===== config.mk =====
export PLATFORM = sky130hd
export DESIGN_NAME = pfa_ctrl
export DESIGN_NICKNAME = d
export VERILOG_FILES = /design/src/design/pfa_pkg.sv /design/src/design/pfa_ctrl.sv
export SDC_FILE = /design/constraint.sdc
export NUM_CORES = 1
export LEC_CHECK = 0
export BUFFER_PORTS_ARGS = -buffer_cell sky130_fd_sc_hd__buf_2
export CAP_MARGIN = 20
export CORE_UTILIZATION = 40
export DETAILED_ROUTE_END_ITERATION = 12
export PLACE_DENSITY = 0.74
export SLEW_MARGIN = 20
export SYNTH_ARGS = -nofsm -noshare
export SYNTH_HDL_FRONTEND = slang
export SYNTH_SLANG_ARGS = --single-unit

===== constraint.sdc =====
create_clock -name i_clk -period 1.2 [get_ports i_clk]
set_input_delay 0.18 -clock i_clk [delete_from_list [all_inputs] [get_ports i_clk]]
set_output_delay 0.18 -clock i_clk [all_outputs]
set_load 0.01 [all_outputs]

===== src/design/pfa_pkg.sv =====
package pfa_pkg;

    // Fixed field widths
    localparam int FRAME_W    = 20;
    localparam int COUNT_W    = 17;
    localparam int N_W        = FRAME_W + 1;
    localparam int STATUS_W   = 3;
    localparam int CFG_IDX_W  = 1;
    localparam int CFG_DATA_W = FRAME_W;

    // Default sizing
    localparam int DEF_MAX_FRAMES  = 65536;
    localparam int DEF_STACK_DEPTH = 128;
    localparam int DEF_WORD_BITS   = 64;

    // Register map
    localparam logic [CFG_IDX_W-1:0] CFG_FRAME_BASE  = 1'b0;
    localparam logic [CFG_IDX_W-1:0] CFG_FRAME_COUNT = 1'b1;

    localparam logic [FRAME_W-1:0] RST_FRAME_BASE  = 20'd256;
    localparam logic [COUNT_W-1:0] RST_FRAME_COUNT = 17'd65536;

    typedef enum logic [STATUS_W-1:0] {
        ST_OK           = 3'd0,
        ST_OUT_OF_PAGES = 3'd1,
        ST_DOUBLE_FREE  = 3'd2,
        ST_NULL_FREE    = 3'd3,
        ST_STALE        = 3'd4,
        ST_OUT_OF_RANGE = 3'd5
    } t_status;

    typedef enum logic [3:0] {
        S_CLEAR,
        S_IDLE,
        S_POP,
        S_CHK,
        S_SPLIT,
        S_EVAL,
        S_SC_START,
        S_SC_FIRST,
        S_SC_RD,
        S_SC_EVAL
    } t_state;

    typedef enum logic [2:0] {
        MW_NONE,
        MW_CLEAR,
        MW_FREE,
        MW_TAKE,
        MW_SCAN
    } t_map_wr;

    typedef enum logic [1:0] {
        G_NONE,
        G_FRAME,
        G_SCAN
    } t_grant;

    typedef struct packed {
        logic    accept;
        logic    pop_start;
        logic    pop_load;
        logic    mul_idx;
        logic    mul_last;
        logic    split;
        logic    first;
        logic    scan_rd;
        logic    scan_next;
        logic    clr_step;
        logic    push;
        logic    res_load;
        t_map_wr map_wr;
        t_grant  grant;
        t_status res_status;
    } t_dp_cmd;

    typedef struct packed {
        logic fill_zero;
        logic frame_zero;
        logic out_range;
        logic bit_set;
        logic n_zero;
        logic word_full;
        logic word_first;
        logic clr_done;
        logic out_free;
    } t_dp_stat;

endpackage


===== src/design/pfa_ctrl.sv =====
module pfa_ctrl import pfa_pkg::*; (
    input  logic     i_clk,
    input  logic     i_rst_n,
    input  logic     i_in_valid,
    input  logic     i_action,
    output logic     o_in_ready,
    output t_dp_cmd  o_cmd,
    input  t_dp_stat i_stat
);

    t_state r_state, n_state;
    logic   r_is_free, n_is_free;

    always_ff @(posedge i_clk) begin
        if (!i_rst_n) begin
            r_state   <= S_CLEAR;
            r_is_free <= 1'b0;
        end else begin
            r_state   <= n_state;
            r_is_free <= n_is_free;
        end
    end

    always_comb begin
        n_state    = r_state;
        n_is_free  = r_is_free;
        o_in_ready = 1'b0;
        o_cmd      = '0;
        o_cmd.map_wr     = MW_NONE;
        o_cmd.grant      = G_NONE;
        o_cmd.res_status = ST_OK;

        unique case (r_state)
            S_CLEAR: begin
                o_cmd.map_wr   = MW_CLEAR;
                o_cmd.clr_step = 1'b1;
                if (i_stat.clr_done) begin
                    n_state = S_IDLE;
                end
            end
            S_IDLE: begin
                o_in_ready = 1'b1;
                if (i_in_valid) begin
                    o_cmd.accept = 1'b1;
                    n_is_free    = i_action;
                    if (i_action) begin
                        n_state = S_CHK;
                    end else if (!i_stat.fill_zero) begin
                        o_cmd.pop_start = 1'b1;
                        n_state         = S_POP;
                    end else begin
                        n_state = S_SC_START;
                    end
                end
            end
            S_POP: begin
                o_cmd.pop_load = 1'b1;
                n_state        = S_CHK;
            end
            S_CHK: begin
                if (i_stat.frame_zero || i_stat.out_range) begin
                    if (i_stat.out_free) begin
                        o_cmd.res_load = 1'b1;
                        if (!r_is_free) begin
                            o_cmd.res_status = ST_STALE;
                        end else if (i_stat.frame_zero) begin
                            o_cmd.res_status = ST_NULL_FREE;
                        end else begin
                            o_cmd.res_status = ST_OUT_OF_RANGE;
                        end
                        n_state = S_IDLE;
                    end
                end else begin
                    o_cmd.mul_idx = 1'b1;
                    n_state       = S_SPLIT;
                end
            end
            S_SPLIT: begin
                o_cmd.split = 1'b1;
                n_state     = S_EVAL;
            end
            S_EVAL: begin
                if (i_stat.out_free) begin
                    o_cmd.res_load = 1'b1;
                    n_state        = S_IDLE;
                    if (r_is_free) begin
                        if (!i_stat.bit_set) begin
                            o_cmd.res_status = ST_DOUBLE_FREE;
                        end else begin
                            o_cmd.map_wr = MW_FREE;
                            o_cmd.push   = 1'b1;
                        end
                    end else begin
                        if (i_stat.bit_set) begin
                            o_cmd.res_status = ST_STALE;
                        end else begin
                            o_cmd.map_wr = MW_TAKE;
                            o_cmd.grant  = G_FRAME;
                        end
                    end
                end
            end
            S_SC_START: begin
                if (i_stat.n_zero) begin
                    if (i_stat.out_free) begin
                        o_cmd.res_load   = 1'b1;
                        o_cmd.res_status = ST_OUT_OF_PAGES;
                        n_state          = S_IDLE;
                    end
                end else begin
                    o_cmd.mul_last = 1'b1;
                    n_state        = S_SC_FIRST;
                end
            end
            S_SC_FIRST: begin
                o_cmd.first = 1'b1;
                n_state     = S_SC_RD;
            end
            S_SC_RD: begin
                o_cmd.scan_rd = 1'b1;
                n_state       = S_SC_EVAL;
            end
            S_SC_EVAL: begin
                if (i_stat.word_full) begin
                    if (i_stat.word_first) begin
                        if (i_stat.out_free) begin
                            o_cmd.res_load   = 1'b1;
                            o_cmd.res_status = ST_OUT_OF_PAGES;
                            n_state          = S_IDLE;
                        end
                    end else begin
                        o_cmd.scan_next = 1'b1;
                        n_state         = S_SC_RD;
                    end
                end else if (i_stat.out_free) begin
                    o_cmd.res_load = 1'b1;
                    o_cmd.map_wr   = MW_SCAN;
                    o_cmd.grant    = G_SCAN;
                    n_state        = S_IDLE;
                end
            end
            default: begin
                n_state = S_IDLE;
            end
        endcase
    end

endmodule


==> flow_metrics.py, run 1 <==
metrics = {
    "status": {
        "status": "aborted with a tool error",
        "haltStage": "clock tree synthesis",
        "error_line": "[ERROR DPL-0038] Utilization greater than 100%, impossible to legalize",
    },
    "clock_tree": {
        "cts_setup_buffers": 18,
        "numCtsBuffers": 3,
        "cts_resized": 68,
        "ctsHtreeMaxLevel": 1,
        "clockBufferDepth": 2,
        "cts_root_buf": "clkbuf_4",
        "cts_sinks": 5,
        "postCtsHoldBufs": 0,
    },
    "floorplanning": {
        "die_h_um": 43.4,
        "start_util": 0.441,
        "ios": 34,
        "die_w_um": 43.4,
        "num_rows": 14,
    },
    "yosys": {
        "synth_flop_cell": "dfxtp_1",
        "syn_inst": 101,
        "synth_top_area_cell": "dfxtp_1",
        "synth_edf_count": 0,
        "synth.most_common_cell": "nor2_1",
        "ys_types": 35,
        "synth_nets": 118,
        "yosysTopAreaCellShare": 0.146,
        "synth_area_leaders": "dfxtp_1, nand2b_1, ha_1",
        "seq_area_frac_synth": 0.146,
        "syn_avg_cell_area_um2": 6.80,
        "synth.top_cells.by_count": "nor2_1, nand2_1, nor3_1, nand2b_1",
        "yosys_warnings": 0,
        "ys_ff_latch": 5,
        "synthArstFlopShare": 0,
        "syn_area_um2": 687,
    },
    "placement": {
        "place_ws_ns": -0.218,
        "io_buffers": 33,
        "globalplace.congestion": 0.815,
        "hpwl_um": 2090,
    },
}
-- cell families after synthesis --
group,synth area share
buffers and inverters,0.0929
AO/OA/AOI/OAI,0.209
AND/OR/NAND/NOR,0.452
flip-flops,0.146
XOR/XNOR,0.0128
adder cells (fa/ha/maj),0.0729
multiplexers,0.0146
-- through the flow --
stage | TNS [ns] | hold WS [ns] | cells | utilization | cell area (µm²)
3_5_place_dp | -1.96 | 0.439 | 174 | 0.743 | 1160
2_1_floorplan | -0.209 | 0.298 | 101 | - | 791
3_3_place_gp | -1.36 | 0.431 | 174 | 0.743 | 1160
==> run 2: changes to the inputs <==
- CORE_AREA: not set -> 2 2 63 65
- CORE_UTILIZATION: 40 -> not set
- DIE_AREA: not set -> 0 0 65 67
- PLACE_DENSITY: 0.74 -> not set
- PLACE_DENSITY_LB_ADDON: not set -> 0.15
- clock period: 1.2 -> 1.6 ns (I/O delays scaled with it)
==> flow_metrics.py, run 2 <==
metrics = {
    "yosys": {
        "syn_avg_cell_area_um2": 6.80,
        "synth_edf_count": 0,
        "synth_top_area_cell": "dfxtp_1",
        "synth_nets": 118,
        "yosysTopAreaCellShare": 0.146,
        "synth.most_common_cell": "nor2_1",
        "syn_area_um2": 687,
        "synth_area_leaders": "dfxtp_1, nand2b_1, ha_1",
        "synth.top_cells.by_count": "nor2_1, nand2_1, nor3_1, nand2b_1",
        "syn_inst": 101,
        "ys_types": 35,
        "seq_area_frac_synth": 0.146,
        "ys_ff_latch": 5,
        "synthArstFlopShare": 0,
        "synth_flop_cell": "dfxtp_1",
        "yosys_warnings": 0,
    },
    "sta": {
        "slew_violations": 0,
        "fin_crit_sh": 1.01,
        "fmax_ghz": 0.617,
        "tightest_slew_ns": 0.331,
        "timing.slew.headroom": 0.779,
        "setup_viol": 1,
        "rsz0062_at_grt": "true",
        "fin_crit_ns": 1.62,
        "skew_ns": 0.00148,
        "finalHoldViolations": 0,
        "final.setup.worst_slack_ns": -0.0199,
    },
    "pwr": {
        "comb_power_share": 0.311,
        "powerDensity_mw_per_mm2": 475,
        "power_switching_uw": 165,
        "finalPower_uw": 542,
        "ir_worst_vdd_v": 0.000219,
        "p_clk_frac": 0.428,
        "seq_power_share": 0.261,
        "intPower_uw": 377,
        "swShare": 0.305,
        "power_leakage_uw": 0.000510,
    },
    "placement": {
        "hpwl_um": 2010,
        "io_buffers": 33,
        "place_ws_ns": 0.00761,
        "globalplace.congestion": 0.781,
    },
    "grt": {
        "antenna_found_initial": 0,
        "grt_max_degree": 11,
        "overflow": 0,
        "grt_pass1_vias": 862,
        "grtUsageTotal": 0.121,
        "grt_pass1_wl_um": 3960,
    },
    "cells_and_area": {
        "fillers": 411,
        "largest_register_ffs": 4,
        "fin_nets": 165,
        "largestRegisters": "r_state x4, r_is_free x1",
        "largest_register": "r_state",
        "area_delta_synth_final_pct": 66.1,
        "drive_gt1_frac": 0.483,
        "layout_commonest_cell": "buf_2",
        "mostFrequentLayoutCells": "buf_2, buf_4, nor2_1, nand2_1, nor3_1",
        "diodes": 0,
    },
    "floorplanning": {
        "ios": 34,
        "fp.coreArea_mm2": 0.00361,
        "die_h_um": 67,
        "dieArea_mm2": 0.00436,
        "die_w_um": 65,
        "start_util": 0.190,
        "num_rows": 22,
    },
    "clock_tree": {
        "cts_sinks": 5,
        "path_clk_slew_ns": 0.04,
        "cts_root_buf": "clkbuf_8",
        "numCtsBuffers": 3,
        "ctsHtreeMaxLevel": 1,
        "clockBufferDepth": 2,
        "cts_tree": "yes",
        "clock_latency_ns": 0.22,
    },
    "critical_path": {
        "crit_required_ns": 1.36,
        "cp-start-kind": "flip-flop",
        "cp.arrival_ns": 1.38,
        "worstSetupPathType": "flip-flop to output port",
        "end_kind": "output port",
        "cp_max_fo": 6,
    },
    "worst_hold_path": {
        "hp-class": "input pin to flip-flop",
    },
    "status": {
        "status": "finished, violations left",
        "violations": "negative setup slack",
    },
    "detailed_routing": {
        "drtIter0Drc": 29,
        "drtAntennaViolNets": 0,
        "drc": 0,
        "drt-total-wl_um": 2520,
        "wl_per_cell_um": 12.9,
        "viasPerCell": 4.61,
        "num_vias": 899,
        "drtPass1Iterations": 4,
    },
    "job": {
        "drv_cap": 0,
    },
}
run 2: cell counts after synthesis:
Identical to the previous run, type by type.
run 2: timing repair:
action | CTS | global route
gates resized for setup | 20 | 8
endpoints found under the setup margin | 16 | 9
pin swaps | 5 | 4
hold buffers | 0 | 0
setup buffers | 2 | 2
run 2: cells by family after synthesis:
logic type | synth area share
simple gates | 0.452
compound gates | 0.209
buf+inv | 0.0929
flops | 0.146
fa+ha+maj | 0.0729
xor+xnor | 0.0128
mux | 0.0146
run 2: per-stage QoR:
stage	cells	utilization	hold WS, ns	area [µm²]	setup TNS (ns)
floorplan	101	-	0.358	687	0
global placement	188	0.269	0.524	970	0
detailed placement	188	0.269	0.518	970	0
CTS	193	0.303	0.289	1090	-0.0708
global route	195	0.316	0.294	1140	-0.260
finish	195	0.316	0.287	1140	-0.0199
run 2: metal layers:
layer	part of all wire	wire length [µm]	global-route usage	up-vias
met3	0.064	162	0.0186	4
li1	-	-	-	457
met4	0.015	38	0.0638	0
met2	0.44	1100	0.183	31
met1	0.48	1220	0.165	407
met5	0	0	0	-
run 2: final cells by class:
cell class / count / area [µm²] / share of cell area
Multi-Input combinational cell: 85 / 609 / 0.534
Tap cell: 48 / 60.1 / 0.0526
Clock buffer: 4 / 45.0 / 0.0395
Inverter: 5 / 18.8 / 0.0164
Timing Repair Buffer: 48 / 298 / 0.261
Sequential cell: 5 / 110 / 0.0965
run 2: power groups by stage:
stage / Combinational [µW] / Sequential [µW] / Clock, µW
floorplan: 87.6 / 138 / 0
global placement: 148 / 140 / 0
detailed placement: 147 / 141 / 0
CTS: 161 / 141 / 240
global route: 190 / 142 / 245
finish: 169 / 141 / 232
run 2: worst max-delay path, cell delays in order (launching register included):
cell and delay, ns:
dfxtp_4 0.40, nand2_4 0.07, buf_4 0.14, nor3_4 0.19
o31ai_2 0.09, a21oi_1 0.12, buf_2 0.14
run 2: final timing paths:
path	from	endpoint	slack [ns]	cells past startpoint
setup / recovery	r_state[0]$_SDFFE_PN0P_	o_cmd[0]	-0.02	6
hold / removal	i_rst_n	r_state[3]$_SDFFE_PN0P_	0.29	2
setup reg to reg	r_state[0]$_SDFFE_PN0P_	r_state[2]$_SDFFE_PN0P_	0.23	6
hold reg to reg	r_state[2]$_SDFFE_PN0P_	r_state[0]$_SDFFE_PN0P_	0.68	3
Power figures use the tool's default switching activity.
